**src/rtl/brr_pkg.sv**
```systemverilog
`timescale 1ns / 1ps

package brr_pkg;

  // Default depth of the command queue between the front and back parts.
  localparam int BRR_QUEUE_DEPTH = 2;

  localparam int BRR_DATA_W   = 8;
  localparam int BRR_SAMPLE_W = 16;

  // Filter codes from the block header.
  localparam logic [1:0] BRR_FILTER_NONE = 2'd0;
  localparam logic [1:0] BRR_FILTER_ONE  = 2'd1;
  localparam logic [1:0] BRR_FILTER_TWO  = 2'd2;
  localparam logic [1:0] BRR_FILTER_THREE = 2'd3;

  // Ranges at or above this limit saturate the scaled nybble.
  localparam logic [3:0] BRR_RANGE_LIMIT = 4'd13;

  // Command handed from the front part to the back part.
  typedef struct packed {
    logic [BRR_DATA_W-1:0] data;
    logic                  decode;   // data byte with two nybbles
    logic                  clear;    // clear the history first
    logic [3:0]            shift_range;
    logic [1:0]            filter_select;
    logic                  end_bit;
    logic                  loop_bit;
  } brr_cmd_t;

endpackage

```
**src/rtl/brr_front.sv**
```systemverilog
`timescale 1ns / 1ps

module brr_front import brr_pkg::*; (
  input  logic                  clk,
  input  logic                  rst,
  input  logic                  s_tvalid,
  output logic                  s_tready,
  input  logic [BRR_DATA_W-1:0] s_tdata,   // [7:0] data_byte
  input  logic [1:0]            s_tuser,   // [0] header_flag, [1] restart
  output logic                  push,
  output brr_cmd_t              push_cmd,
  input  logic                  queue_full
);

  logic [3:0] shift_range;
  logic [1:0] filter_select;
  logic       end_bit;
  logic       loop_bit;
  logic       accept;
  logic       is_header;

  assign s_tready  = !queue_full;
  assign accept    = s_tvalid && s_tready;
  assign is_header = s_tuser[0];

  // A header only needs the back part when it also restarts the history.
  assign push = accept && (!is_header || s_tuser[1]);

  always_comb begin
    push_cmd               = '0;
    push_cmd.data          = s_tdata;
    push_cmd.decode        = !is_header;
    push_cmd.clear         = s_tuser[1];
    push_cmd.shift_range   = shift_range;
    push_cmd.filter_select = filter_select;
    push_cmd.end_bit       = end_bit;
    push_cmd.loop_bit      = loop_bit;
  end

  always_ff @(posedge clk) begin
    if (rst) begin
      shift_range   <= '0;
      filter_select <= '0;
      end_bit       <= 1'b0;
      loop_bit      <= 1'b0;
    end else if (accept && is_header) begin
      shift_range   <= s_tdata[7:4];
      filter_select <= s_tdata[3:2];
      loop_bit      <= s_tdata[1];
      end_bit       <= s_tdata[0];
    end
  end

endmodule

```
**src/rtl/brr_queue.sv**
```systemverilog
`timescale 1ns / 1ps

module brr_queue import brr_pkg::*; #(
  parameter int DEPTH = BRR_QUEUE_DEPTH
) (
  input  logic     clk,
  input  logic     rst,
  input  logic     push,
  input  brr_cmd_t push_cmd,
  output logic     full,
  input  logic     pop,
  output brr_cmd_t head,
  output logic     empty
);

  localparam int PTR_W = (DEPTH > 1) ? $clog2(DEPTH) : 1;
  localparam int CNT_W = $clog2(DEPTH + 1);

  brr_cmd_t           entries [DEPTH];
  logic [PTR_W-1:0]   wr_ptr;
  logic [PTR_W-1:0]   rd_ptr;
  logic [CNT_W-1:0]   count;

  assign full  = (count == CNT_W'(DEPTH));
  assign empty = (count == '0);
  assign head  = entries[rd_ptr];

  always_ff @(posedge clk) begin
    if (push) begin
      entries[wr_ptr] <= push_cmd;
    end
  end

  always_ff @(posedge clk) begin
    if (rst) begin
      wr_ptr <= '0;
      rd_ptr <= '0;
      count  <= '0;
    end else begin
      if (push) begin
        wr_ptr <= (wr_ptr == PTR_W'(DEPTH - 1)) ? '0 : wr_ptr + 1'b1;
      end
      if (pop) begin
        rd_ptr <= (rd_ptr == PTR_W'(DEPTH - 1)) ? '0 : rd_ptr + 1'b1;
      end
      if (push && !pop) begin
        count <= count + 1'b1;
      end else if (pop && !push) begin
        count <= count - 1'b1;
      end
    end
  end

endmodule

```
**src/rtl/brr_back.sv**
```systemverilog
`timescale 1ns / 1ps

module brr_back import brr_pkg::*; (
  input  logic                    clk,
  input  logic                    rst,
  input  brr_cmd_t                head,
  input  logic                    empty,
  output logic                    pop,
  output logic                    m_tvalid,
  input  logic                    m_tready,
  output logic [BRR_SAMPLE_W-1:0] m_tdata,   // [15:0] pcm_sample
  output logic                    m_tlast,   // last
  output logic [1:0]              m_tuser    // [0] block_end, [1] block_loop
);

  // Scale one nybble, add the filter prediction, clamp to 16 bits and
  // keep the low 15 bits.
  function automatic logic [14:0] decode_nyb(
    input logic [3:0]         nyb,
    input logic [3:0]         rng,
    input logic [1:0]         flt,
    input logic signed [14:0] p1,
    input logic signed [14:0] p2
  );
    logic signed [20:0] s;
    logic signed [20:0] scaled;
    logic signed [20:0] p1e;
    logic signed [20:0] p2e;
    logic signed [20:0] acc;
    logic [15:0]        clamped;
    s   = {{17{nyb[3]}}, nyb};
    p1e = {{6{p1[14]}}, p1};
    p2e = {{6{p2[14]}}, p2};
    if (rng < BRR_RANGE_LIMIT) begin
      scaled = (s <<< rng) >>> 1;
    end else begin
      scaled = nyb[3] ? -21'sd2048 : 21'sd0;
    end
    case (flt)
      BRR_FILTER_ONE: begin
        acc = scaled + p1e + ((-p1e) >>> 4);
      end
      BRR_FILTER_TWO: begin
        acc = scaled + (p1e <<< 1) + ((-((p1e <<< 1) + p1e)) >>> 5)
              - p2e + (p2e >>> 4);
      end
      BRR_FILTER_THREE: begin
        acc = scaled + (p1e <<< 1)
              + ((-((p1e <<< 3) + (p1e <<< 2) + p1e)) >>> 6)
              - p2e + (((p2e <<< 1) + p2e) >>> 4);
      end
      default: begin
        acc = scaled;
      end
    endcase
    if (acc > 21'sd32767) begin
      clamped = 16'h7FFF;
    end else if (acc < -21'sd32768) begin
      clamped = 16'h8000;
    end else begin
      clamped = acc[15:0];
    end
    return clamped[14:0];
  endfunction

  logic signed [14:0] history_one;
  logic signed [14:0] history_two;
  logic               phase;        // 0: high nybble next, 1: low nybble next
  logic               out_free;
  logic               do_clear;
  logic               do_sample;
  logic signed [14:0] p1;
  logic signed [14:0] p2;
  logic [3:0]         nyb;
  logic [14:0]        sample;

  assign out_free  = !m_tvalid || m_tready;
  assign do_clear  = !empty && !head.decode;
  assign do_sample = !empty && head.decode && out_free;
  assign pop       = do_clear || (do_sample && phase);

  // The restart clear applies before the high nybble of its byte.
  always_comb begin
    if (head.clear && !phase) begin
      p1 = '0;
      p2 = '0;
    end else begin
      p1 = history_one;
      p2 = history_two;
    end
    nyb    = phase ? head.data[3:0] : head.data[7:4];
    sample = decode_nyb(nyb, head.shift_range, head.filter_select, p1, p2);
  end

  always_ff @(posedge clk) begin
    if (rst) begin
      history_one <= '0;
      history_two <= '0;
      phase       <= 1'b0;
      m_tvalid    <= 1'b0;
    end else begin
      if (do_clear) begin
        history_one <= '0;
        history_two <= '0;
      end else if (do_sample) begin
        history_one <= sample;
        history_two <= p1;
        phase       <= !phase;
      end
      if (do_sample) begin
        m_tvalid <= 1'b1;
      end else if (m_tready) begin
        m_tvalid <= 1'b0;
      end
    end
  end

  always_ff @(posedge clk) begin
    if (do_sample) begin
      m_tdata <= {sample, 1'b0};
      m_tlast <= phase;
      m_tuser <= {head.loop_bit, head.end_bit};
    end
  end

endmodule

```
**src/rtl/brr_adpcm_decoder.sv**
```systemverilog
`timescale 1ns / 1ps
// A data byte accepted at the input is written into the command queue, and
// the back part registers its high-nybble sample word at the output and then
// its low-nybble one. The single decode unit makes one sample per cycle while
// the output is not stalled; the queue lets the input take bytes meanwhile.
// Reset (rst, synchronous): clears the history, header fields, queue and output.
module brr_adpcm_decoder import brr_pkg::*; #(
  parameter int QUEUE_DEPTH = BRR_QUEUE_DEPTH
) (
  input  logic                    clk,
  input  logic                    rst,
  input  logic                    s_tvalid,
  output logic                    s_tready,
  input  logic [BRR_DATA_W-1:0]   s_tdata,   // [7:0] data_byte
  input  logic [1:0]              s_tuser,   // [0] header_flag, [1] restart
  output logic                    m_tvalid,
  input  logic                    m_tready,
  output logic [BRR_SAMPLE_W-1:0] m_tdata,   // [15:0] pcm_sample
  output logic                    m_tlast,   // last
  output logic [1:0]              m_tuser    // [0] block_end, [1] block_loop
);

  logic     push;
  brr_cmd_t push_cmd;
  logic     queue_full;
  logic     pop;
  brr_cmd_t head;
  logic     empty;

  brr_front u_front (
    .clk        (clk),
    .rst        (rst),
    .s_tvalid   (s_tvalid),
    .s_tready   (s_tready),
    .s_tdata    (s_tdata),
    .s_tuser    (s_tuser),
    .push       (push),
    .push_cmd   (push_cmd),
    .queue_full (queue_full)
  );

  brr_queue #(
    .DEPTH (QUEUE_DEPTH)
  ) u_queue (
    .clk      (clk),
    .rst      (rst),
    .push     (push),
    .push_cmd (push_cmd),
    .full     (queue_full),
    .pop      (pop),
    .head     (head),
    .empty    (empty)
  );

  brr_back u_back (
    .clk      (clk),
    .rst      (rst),
    .head     (head),
    .empty    (empty),
    .pop      (pop),
    .m_tvalid (m_tvalid),
    .m_tready (m_tready),
    .m_tdata  (m_tdata),
    .m_tlast  (m_tlast),
    .m_tuser  (m_tuser)
  );

endmodule

```
**config.mk**
```make
export PLATFORM = sky130hd
export DESIGN_NAME = brr_adpcm_decoder
export DESIGN_NICKNAME = d
export VERILOG_FILES = /design/src/rtl/brr_pkg.sv /design/src/rtl/brr_front.sv /design/src/rtl/brr_queue.sv /design/src/rtl/brr_back.sv /design/src/rtl/brr_adpcm_decoder.sv
export SDC_FILE = /design/constraint.sdc
export NUM_CORES = 1
export LEC_CHECK = 0
export BUFFER_PORTS_ARGS = -buffer_cell sky130_fd_sc_hd__buf_2
export CAP_MARGIN = 0
export CORE_ASPECT_RATIO = 0.5
export CORE_UTILIZATION = 50
export CTS_CLUSTER_DIAMETER = 30
export DETAILED_ROUTE_END_ITERATION = 12
export PLACE_DENSITY = 0.8
export SYNTH_ARGS = -nofsm -noshare
export SYNTH_HDL_FRONTEND = slang
export SYNTH_SLANG_ARGS = --single-unit
export TNS_END_PERCENT = 30
```
**constraint.sdc**
```tcl
create_clock -name clk -period 9.8 [get_ports clk]
set_input_delay 0.49 -clock clk [delete_from_list [all_inputs] [get_ports clk]]
set_output_delay 0.49 -clock clk [all_outputs]
set_load 0.02 [all_outputs]
```
Word level (Yosys, flattened, before mapping). Memories as Yosys holds them, arrays and structs flattened. A register that Yosys moved wholly into a read port is not among the register bits. Cells that the tools add are included. W data, S select, Z words.

Bits in registers: 62. Bits in writable memories: 36. Input bits: 14. Output and inout bits: 21. Word-level logic and storage cells: 88. Memories: 1.

Memories: u_queue.entries (depth 2, width 18, rd ports 1, clocked after Yosys merged registers in 1, wr ports 1, RTL line brr_queue.sv:19) `brr_cmd_t entries [DEPTH];`.

Add/subtract/negate cells: 20. $lt $le $gt $ge: 3. Eq/ne operators: 4. Shift-type cells: 1. Mux-type cells: 18. Bitwise operators: 1. Reduce and logical (&&, ||, !) cells: 26.

Operators with widths (number): $pmux W21 S3 (1); $mux W15 (4); $add A21 B15 Y21 (2); $add A21 B16 Y21 (2); $mux W21 (2); $sub A21 B15 Y21 (2); $add A16 B15 Y17 (2); $add A21 B11 Y21 (1); $add A21 B13 Y21 (1); $add A21 B17 Y21 (1); $gt A21 B16 Y1 const B (1); $lt A21 B16 Y1 const B (1); $neg A15 Y21 (1); $neg A17 Y21 (1); $neg A21 Y21 (1); $sshl A4 B4 Y21 (1); $add A19 B15 Y20 (1); $add A18 B17 Y19 (1); $logic_and A1 B1 Y1 (10); $logic_not A1 Y1 (8); $mux W1 (8); $eq A2 B2 Y1 const B (3); $lt A4 B4 Y1 const B (1); $mux W2 (2); other kinds (11) (15).

Logic depth before layout (Yosys ltp). Gate-level depths: netlist of the first run.

Word-level depth: 13. Gate-level depth with buffers: 41. Mapped depth without buffers: 36.

Modules after synthesis. A second synthesis of the first run with hierarchy kept.

Cells, all modules: 1563. Area total of the unflattened synthesis: 13536.7 um2.

Modules (own cells, without submodules): brr_back (instances 1, cells an instance 1436, area an instance 11568.6 um2, sequential area each 1181.1 um2); brr_queue (instances 1, cells an instance 78, area an instance 1503.9 um2, sequential area each 1181.1 um2); brr_front (instances 1, cells an instance 49, area an instance 464.2 um2, sequential area each 160.2 um2).

Worst setup path before layout of the first run. OpenSTA, ideal clock, no wires.

Kind: register -> register. Start: register with a tool-made name. End: register u_back.m_tdata[4] (data pin). Setup time: 0.259 ns. Arrival: 8.805 ns. Required time: 9.541 ns. Setup slack: 0.736 ns. Cell stages (with the launch flop): 38. Buffers on the path: 5. Period minus slack after synthesis: 9.064 ns. Cell sequence: dfxtp_1 buf_6 mux2i_1 or2_2 buf_2 clkbuf_1 clkbuf_1 nand2_1 ha_1 ha_1 fa_1 a21o_1 a21oi_1 o21bai_1 a21o_1 a21o_1 a21oi_1 o211ai_1 [2 not listed] nor3_1 nand2_1 xor2_1 fa_1 fa_1 inv_1 ha_1 a21o_1 a2111oi_0 nor2_1 and2_1 o21ai_0 a2111oi_0 a221oi_1 o2111ai_1 nand3_1 buf_2 nand2_1.

RTL lines: end signal: assignment (RTL line brr_back.sv:120) `m_tdata <= {sample, 1'b0};`; end: declaration (RTL line brr_back.sv:11) `output logic [BRR_SAMPLE_W-1:0] m_tdata,`.

==> metrics, run 1 <==
run status=completed; FMAX=~0.11 GHz; fraction of layout cells with a size suffix above 1=0.08867; Critical Path RT=around 9.9 ns; drt wl/cell=20.64 µm; Synth warnings=0; CTS tree=yes; Residual DRC=0; CP Depth=32; busiest grt layer=met2; die area=around 27000 µm²; CTS buffer count=9; Seq/Total Area, Yosys=0.1921; first-pass GRT wire length=slightly above 60000 µm; Max Slew Vio Count=0; gpl congestion=slightly below 1; Avg Cell Area, Syn=~8.7 µm²; GR Util met2=0.4472; vias=roughly 12000; number of fill cells in the layout=approximately 2200; initial antenna violation count=0; CTS Root Cell=clkbuf_16; Synth top cells by count=inv_1, ha_1, nand2_1, nor2_1, a21oi_1; cell class contributing the biggest share of worst-path delay=compound AO/OA/AOI/OAI gates; met3 Track Usage GR=0.05615; area of the multi-input gates=9833 µm²; final setup TNS=0 ns; Clock Path Buffers=2; Setup Skew=around 0.017 ns; top cell type's share of synthesized area=0.1342; crit path time final=between 9 and 10 ns; hold crit path type=in -> reg; max_slew headroom=0.4456; DRT Wirelength=between 30000 and 40000 µm; clk slew on worst S/H paths=about 0.090 ns; synthesized instance count=around 1500; met1 global-route usage=0.4271; Die X=around 230 µm; Die Y=approximately 120 µm; WS Path Type=reg -> reg; reported max-cap violation count=0; Pre-antenna DRT Iters=6; CP max-delay cell=mux4_1; Mapped Area=13130 µm²; DP HPWL=roughly 30000 µm; Overall Global Routing Usage=0.2952; FF+latch count, synth=99; Worst-Skew Late Latency=between 0.3 and 0.4 ns; Post-synth EDFFs=54; # IOs=35; CP endpoint kind=flip-flop; R2R depth=32; vias in the first global route=~11000; Post-synth ARST share=0; gr ovfl total=0; Worst Hold Depth=1; unrepaired setup endpoints after global routing=no; diodes inserted=0; # hold bufs at CTS=0; Most common cell on crit path=o21ai_0; Starting Density=0.5149; Place WS=roughly 0.15 ns; Post-DRT Antenna Nets=0; CP Max Fanout=28; pin count of the biggest net entering global routing=39; final critical-path share of the clock period=0.9511; top cells by area, synth=fa_1, ha_1, edfxtp_1; leading area contributor after synthesis=fa_1; final worst slack=approximately 0.48 ns; number of port buffers=33; core area=between 20000 and 30000 µm²; pin slew with the least headroom to its limit=0.8317 ns; area delta synth->final=7.166%; startpoint types=flip-flop; Synth Flop Type=edfxtp_1; Hold Crit Start=s_tdata[1]; number of H-tree levels=3; Vias/cell=roughly 6.3; CTS Sinks=slightly below 100; hold violation count in the final report=0; count leader, synth=inv_1; Net Count, Synth=roughly 1800; Final setup viols=0; delay of the slowest critical-path stage=between 0.6 and 0.7 ns; FF+latch area=around 2500 µm²; Starting DRT DRC Count=about 1500; Cell variety after synth=84; number of nets in the layout=around 1800; crit path DAT=roughly 9.4 ns; Buf+Inv Stages, Crit Path=3; cell row count=slightly above 40
-- cells in the final DEF (no fill, tap or decap), types with 11 or more instances in the layout --
master,n
xnor2_1,92
o21ai_0,69
xor2_1,35
a21o_1,46
dfxtp_1,45
fa_1,88
mux2i_1,14
nand2b_1,18
a21oi_1,103
buf_4,24
edfxtp_1,54
inv_1,163
nor2_1,116
o211ai_1,22
o21bai_1,19
ha_1,138
nand3_1,38
buf_2,33
nor3_1,31
and3_1,13
or2_2,11
a211oi_1,40
nand2_1,128
o21a_1,17
and2_1,11
-- cells by family after synthesis --
family	Yosys count	synth area share
fa+ha+maj	229	0.2680
xor+xnor	128	0.08644
mux	41	0.04451
compound gates	389	0.1971
other cells	1	0.0002856
simple gates	418	0.1500
flops	99	0.1921
buf+inv	205	0.06156
-- per-stage QoR --
stage	hold WS, ns	instances	cell area [µm²]	utilization
6_report	0.3230	1889	14070	0.5518
5_1_grt	0.3177	1889	14070	0.5518
4_1_cts	0.3211	1887	14030	0.5502
3_5_place_dp	0.4395	1871	13720	0.5380
3_3_place_gp	0.4364	1871	13720	0.5380
2_1_floorplan	0.4253	1510	13130	-
-- final timing paths --
kind                                            to  slack (ns)
setup / recovery       u_back.m_tdata[4]$_DFFE_PP_        0.48
setup reg to reg       u_back.m_tdata[4]$_DFFE_PP_        0.48
hold reg to reg    u_queue.entries[1][3]$_DFFE_PP_        0.45
hold / removal    u_queue.entries[0][11]$_DFFE_PP_        0.32
-- state kept, by name, summed over array words and instances (netlist names), 2 cells and up, named ones only --
name / count
u_back.history_one: 15
u_back.history_two: 15
u_back.m_tdata: 15
u_back.m_tuser: 2
u_front.filter_select: 2
u_front.shift_range: 4
u_queue.count: 2
u_queue.entries: 36
-- metal layers --
| metal | wire length (µm) | vias to the layer above |
|---|---|---|
| met5 | 0 | - |
| met4 | 919 | 0 |
| met3 | 4423 | 69 |
| met2 | 16480 | 683 |
| met1 | 17160 | 5693 |
| li1 | - | 5389 |
-- repair_timing --
action,CTS,global route
buffers inserted,0,2
resized for setup,0,7
setup endpoints to repair,0,30
-- final cells by class --
class	instances	share of cell area
Clock buffer	9	0.01601
Timing Repair Buffer	57	0.02454
Clock inverter	7	0.006136
Multi-Input combinational cell	1206	0.6989
Tap cell	344	0.03059
Sequential cell	99	0.1793
Inverter	167	0.04455
Power of run 1 is left out: the tool's default activity adds up to more than one toggle a clock period on the data nets, which glitch-free logic cannot reach.
==> run 2: changes to the inputs <==
--- a/config.mk
+++ b/config.mk
@@ -8,10 +8,11 @@
 export BUFFER_PORTS_ARGS = -buffer_cell sky130_fd_sc_hd__buf_2
 export CAP_MARGIN = 0
 export CORE_ASPECT_RATIO = 0.5
-export CORE_UTILIZATION = 50
+export CORE_UTILIZATION = 32
 export CTS_CLUSTER_DIAMETER = 30
 export DETAILED_ROUTE_END_ITERATION = 12
-export PLACE_DENSITY = 0.8
+export PLACE_DENSITY = 0.59
+export REMOVE_ABC_BUFFERS = 1
 export SYNTH_ARGS = -nofsm -noshare
 export SYNTH_HDL_FRONTEND = slang
 export SYNTH_SLANG_ARGS = --single-unit
==> run 2 against run 1 <==
Clock-buffer cell count is the same. Cell count is 11% higher. Worst setup slack better by 0.081 ns. Routed wire length grew 2.3%. Design area is 2.0% higher. Clock skew up 0.0076 ns. Flip-flop and latch count unchanged. Global-route usage down 10 points. Non-clock buffer count is 5 higher. Largest cell class unchanged. Fmax up 0.88%.
==> metrics, run 2 (synthesis gave the netlist of run 1 again) <==
Worst-Skew Late Latency=0.38 ns (about the same); Overall Global Routing Usage=0.1928 (-0.1023); FMAX=0.1082 GHz (+0.88%); Post-DRT Antenna Nets=0 (unchanged); area of the multi-input gates=9819 µm² (-0.14%); Die Y=145.2 µm (+25%); reported max-cap violation count=0 (unchanged); CP Max Fanout=28 (unchanged); area delta synth->final=9.330%; CTS tree=yes; CTS Root Cell=clkbuf_16; Max Slew Vio Count=0 (unchanged); commonest non-fill, non-tap cells in the layout=inv_1, ha_1, nand2_1, nor2_1, a21oi_1; core area=40400 µm² (+58%); Die X=288.5 µm (+25%); number of port buffers=33 (unchanged); clk slew on worst S/H paths=0.08 ns (about the same); vias in the first global route=10630 (-3.1%); Setup Skew=0.02462 ns (+0.007550 ns); gr ovfl total=0 (unchanged); gpl congestion=0.9619 (-3.0%); number of flip-flops in the largest register=36 (unchanged); cell row count=52 (+27%); Hold Crit Endpoint=u_queue.entries[0][8]$_DFFE_PP_; number of H-tree levels=3 (unchanged); R2R Setup Slk=0.56 ns (+0.08 ns); vias=11250 (-4.9%); Starting DRT DRC Count=1044 (-28%); RR Endpoint=u_back.m_tdata[4]$_DFFE_PP_; hold violation count in the final report=0 (unchanged); final setup TNS=0 ns (unchanged); number of fill cells in the layout=4181 (+89%); initial antenna violation count=0 (unchanged); Vias/cell=5.382 (-14%); number of nets in the layout=1785 (+0.28%); CTS buffer count=9 (unchanged); CP endpoint kind=flip-flop; final critical-path share of the clock period=0.9429 (-0.008253); Clock Path Buffers=2 (unchanged); # IOs=35 (unchanged); Starting Density=0.3249 (-0.1900); Final setup viols=0 (unchanged); Pre-antenna DRT Iters=5 (-1); crit path time final=9.240 ns (-0.08088 ns); leading cell type in the layout, fill and taps excluded=inv_1; delay of the slowest critical-path stage=0.71 ns (+0.02 ns); WS Path Type=reg -> reg; pin count of the biggest net entering global routing=39 (unchanged); Critical Path RT=9.92 ns (about the same); FF+latch area=2522 µm² (unchanged); first-pass GRT wire length=61830 µm (+1.2%); CP max-delay cell=mux4_1; diodes inserted=0 (unchanged); Worst Hold Depth=1 (unchanged); Residual DRC=0 (unchanged); DRT Wirelength=39880 µm (+2.3%); fraction of layout cells with a size suffix above 1=0.08968 (+0.001004); max_slew headroom=0.4652 (+0.01965); run status=completed; DP HPWL=32290 µm (+6.3%); # hold bufs at CTS=0 (unchanged); CTS Sinks=99 (unchanged); unrepaired setup endpoints after global routing=no; pin slew with the least headroom to its limit=0.7820 ns (-0.04970 ns); drt wl/cell=19.08 µm (-7.5%); Hold Crit Start=s_tuser[1]; Most common cell on crit path=o21ai_0; hold crit path type=in -> reg; R2R depth=32 (unchanged); die area=41890 µm² (+55%); crit path DAT=9.36 ns (-0.08 ns); most flop-heavy register=u_queue.entries; startpoint types=flip-flop
-- run 2: final cells by class --
| type | instances | area share |
|---|---|---|
| Tap cell | 540 | 0.04707 |
| Clock inverter | 7 | 0.006189 |
| Timing Repair Buffer | 62 | 0.02755 |
| Clock buffer | 9 | 0.01569 |
| Inverter | 167 | 0.04367 |
| Multi-Input combinational cell | 1206 | 0.6841 |
| Sequential cell | 99 | 0.1757 |
-- run 2: metal layers --
metal / vias up / part of all wire / global-route usage
met3: 42 / 0.080 / 0.03459
met4: 0 / 0.014 / 0.03545
li1: 5414 / - / -
met5: - / 0 / 0
met1: 5422 / 0.49 / 0.2962
met2: 371 / 0.41 / 0.2790
-- run 2: per-stage QoR --
step	setup slack [ns]	util	instance area, µm²	hold slack [ns]	std cells
finish	0.5600	0.3553	14350	0.3173	2090
global route	0.03787	0.3553	14350	0.3182	2090
CTS	0.2297	0.3542	14310	0.3060	2088
detailed placement	0.3282	0.3465	14000	0.4442	2072
global placement	0.3055	0.3465	14000	0.4360	2072
floorplan	0.3243	-	12950	0.4253	1472
-- run 2: how the worst max path moves through the flow --
| stage | startpoint | endpoint | slack (ns) | cells past startpoint |
|---|---|---|---|---|
| 4_1_cts | flip-flop | u_back.history_one[3]$_SDFFE_PP0P_ | 0.23 | 34 |
| 3_3_place_gp | flip-flop | u_back.history_one[3]$_SDFFE_PP0P_ | 0.31 | 35 |
| 6_report | flip-flop | u_back.m_tdata[4]$_DFFE_PP_ | 0.56 | 32 |
| 3_5_place_dp | flip-flop | u_back.history_one[3]$_SDFFE_PP0P_ | 0.33 | 34 |
| 2_1_floorplan | flip-flop | u_back.m_tdata[10]$_DFFE_PP_ | 0.32 | 33 |
| 5_1_grt | flip-flop | u_back.history_one[3]$_SDFFE_PP0P_ | 0.04 | 35 |
-- run 2: worst max-delay path, delay by kind of cell (launching register included) --
kind,cells,cell delay (ns)
compound gates,13,2.66
fa+ha+maj,5,2.21
mux,3,1.53
simple gates,7,1.14
buf+inv,3,0.59
xor+xnor,1,0.47
flops,1,0.36
-- run 2: repair_timing --
item,CTS,global route
setup buffers,0,2
endpoints found under the setup margin,0,30
gates resized for setup,0,5
Power of run 2 is left out for the same reason.
==> run 3: changes to the inputs <==
--- a/config.mk
+++ b/config.mk
@@ -5,6 +5,7 @@
 export SDC_FILE = /design/constraint.sdc
 export NUM_CORES = 1
 export LEC_CHECK = 0
+export ABC_AREA = 1
 export BUFFER_PORTS_ARGS = -buffer_cell sky130_fd_sc_hd__buf_2
 export CAP_MARGIN = 0
 export CORE_ASPECT_RATIO = 0.5
==> run 3 against run 2 <==
Routed wire length is 1.3% lower. Highest routed layer unchanged. Sequential share of layout area rose by 0.29 points. Design area shrank 1.6%. Flip-flop and latch count unchanged. Global-route usage shrank 0.35 points. Register-to-register slack better by 0.38 ns. Synthesized cell count is 16% higher. Worst setup slack improved by 0.38 ns. Non-clock buffer count decreased by 17. Fmax is 4.3% higher. First-iteration DRC count decreased by 4.8%. Critical path type unchanged.
==> metrics, run 3 <==
CP endpoint kind=flip-flop; Hold Crit Endpoint=u_back.m_tvalid$_SDFFE_PP0P_; FF+latch count, synth=99 (unchanged); drt wl/cell=17.04 µm (-11%); hold crit path type=in -> reg; startpoint types=flip-flop; Die X=287.9 µm (-0.19%); Pre-antenna DRT Iters=5 (unchanged); reported max-cap violation count=0 (unchanged); Worst-Skew Late Latency=0.37 ns (about the same); Starting DRT DRC Count=994 (-4.8%); area delta synth->final=7.959%; Most common cell on crit path=nand2_1; RR Endpoint=u_back.m_tdata[8]$_DFFE_PP_; pin count of the biggest net entering global routing=43 (+10%); R2R Setup Slk=0.94 ns (+0.38 ns); Worst Hold Depth=2 (+1); Synth warnings=0 (unchanged); initial antenna violation count=0 (unchanged); leading area contributor after synthesis=fa_1; CP max-delay cell=nand2_2; Post-DRT Antenna Nets=0 (unchanged); gpl congestion=0.9713 (+0.98%); first-pass GRT wire length=61130 µm (-1.1%); CTS buffer count=9 (unchanged); top cell type's share of synthesized area=0.1347 (+0.0005135); run status=completed; number of nets in the layout=2014 (+13%); Post-synth EDFFs=54 (unchanged); R2R depth=43 (+34%); leading cell type in the layout, fill and taps excluded=inv_1; final setup TNS=0 ns (unchanged); delay of the slowest critical-path stage=0.56 ns (-0.15 ns); Overall Global Routing Usage=0.1894 (-0.003459); most flop-heavy register=u_queue.entries; Hold Crit Start=rst; count leader, synth=inv_1; crit path DAT=8.95 ns (-0.41 ns); top cells by area, synth=fa_1, ha_1, edfxtp_1; max_slew headroom=0.3001 (-0.1651); vias=11570 (+2.8%); number of port buffers=33 (unchanged); number of flip-flops in the largest register=36 (unchanged); Critical Path RT=9.89 ns (-0.03 ns); Synth Flop Type=edfxtp_1; Synth top cells by count=inv_1, nand2_1, a21oi_1, ha_1, nor2_1; CP Max Fanout=30 (+7.1%); DP HPWL=32690 µm (+1.2%); synthesized instance count=1745 (+16%); Post-synth ARST share=0 (unchanged); Die Y=145.0 µm (-0.19%); Seq/Total Area, Yosys=0.1929 (+0.0007352); # hold bufs at CTS=0 (unchanged); vias in the first global route=10950 (+3.0%); core area=39560 µm² (-2.1%); commonest non-fill, non-tap cells in the layout=inv_1, nand2_1, a21oi_1, ha_1, nor2_1; CTS Sinks=99 (unchanged); WS Path Type=reg -> reg; hold violation count in the final report=0 (unchanged); Max Slew Vio Count=0 (unchanged); Residual DRC=0 (unchanged); CTS tree=yes; die area=41730 µm² (-0.37%); number of fill cells in the layout=4218 (+0.88%); gr ovfl total=0 (unchanged); unrepaired setup endpoints after global routing=no; FF+latch area=2522 µm² (unchanged); area of the multi-input gates=9156 µm² (-6.8%); clk slew on worst S/H paths=0.08 ns (about the same); Post-CTS Setup Repair Bufs=0 (unchanged); CTS Root Cell=clkbuf_16; DRT Wirelength=39350 µm (-1.3%); Starting Density=0.3306 (+0.005641); Setup Skew=0.01659 ns (-0.008032 ns); # IOs=35 (unchanged); Avg Cell Area, Syn=7.495 µm² (-14%); Final setup viols=0 (unchanged); final critical-path share of the clock period=0.9041 (-0.03873); crit path time final=8.860 ns (-0.3796 ns); Cell variety after synth=58 (-31%); FMAX=0.1129 GHz (+4.3%); cell row count=51 (-1.9%); pin slew with the least headroom to its limit=1.046 ns (+0.2641 ns); cts repair resizes=0 (unchanged); Vias/cell=5.010 (-6.9%); diodes inserted=0 (unchanged); fraction of layout cells with a size suffix above 1=0.1034 (+0.01375); number of H-tree levels=3 (unchanged); Clock Path Buffers=2 (unchanged); Mapped Area=13080 µm² (-0.38%)
run 3: changes by cell type after synthesis, sizes merged, moves of 16 or more:
cell / delta
a211oi: -37
a21o: -41
a21oi: +65
clkbuf: -19
inv: +163
mux2i: -20
nand2: +195
nand2b: -18
nand3: +75
nor2: +16
o211ai: -18
o21a: -16
o21ai: +40
xnor2: -55
run 3: per-layer routing:
metal | GRT usage | up-vias | routed length, µm
met5 | 0 | - | 0
met4 | 0.03810 | 0 | 612
met3 | 0.04811 | 39 | 3490
met2 | 0.2733 | 384 | 15930
met1 | 0.2808 | 5398 | 19320
li1 | - | 5746 | -
run 3: cells by family (layout without fill, tap and decap cells):
logic type	Yosys count	in the layout	synth area share
xor+xnor	85	85	0.05692
buf+inv	355	389	0.1072
simple gates	639	639	0.2305
other cells	1	1	0.0002867
flops	99	99	0.1929
fa+ha+maj	226	226	0.2667
compound gates	340	340	0.1455
run 3: cell type report:
class                   instances  area share
clock buffers                  10     0.01622
repair buffers                 45     0.01808
flip-flops and latches         99      0.1786
multi-input cells            1291      0.6485
well taps                     530     0.04696
clock inverters                 6    0.004431
inverters                     328     0.08720
run 3: worst max-delay path by stage:
| stage | start | endpoint | slack, ns | cells after the start |
|---|---|---|---|---|
| after floorplan | flip-flop | u_back.history_one[10]$_SDFFE_PP0P_ | 1.44 | 43 |
| after CTS | flip-flop | u_back.m_tdata[8]$_DFFE_PP_ | 1.02 | 43 |
| after global routing | flip-flop | u_back.m_tdata[8]$_DFFE_PP_ | 0.07 | 43 |
| final | flip-flop | u_back.m_tdata[8]$_DFFE_PP_ | 0.94 | 43 |
| after global placement | flip-flop | u_back.history_one[9]$_SDFFE_PP0P_ | 1.13 | 45 |
| after detailed placement | flip-flop | u_back.m_tdata[8]$_DFFE_PP_ | 1.08 | 45 |
run 3: worst max-delay path: cells and delay by family, from the launching register on:
family / cells / cell delay [ns]
DFF: 1 / 0.39
adders and majority gates: 6 / 2.30
buffers and inverters: 5 / 0.68
and+or+nand+nor: 17 / 2.35
AOI/OAI and AO/OA: 13 / 2.32
xor gates and xnor gates: 2 / 0.51
run 3: per-stage QoR:
step	setup WS, ns	util	area [µm²]	cells	hold WS [ns]
2_1_floorplan	1.443	-	12910	1718	0.4256
3_5_place_dp	1.076	0.3495	13830	2293	0.4371
5_1_grt	0.06843	0.3569	14120	2309	0.3221
3_3_place_gp	1.129	0.3495	13830	2293	0.4343
4_1_cts	1.019	0.3569	14120	2309	0.2977
6_report	0.9395	0.3569	14120	2309	0.3154
Power of run 3 is left out for the same reason.
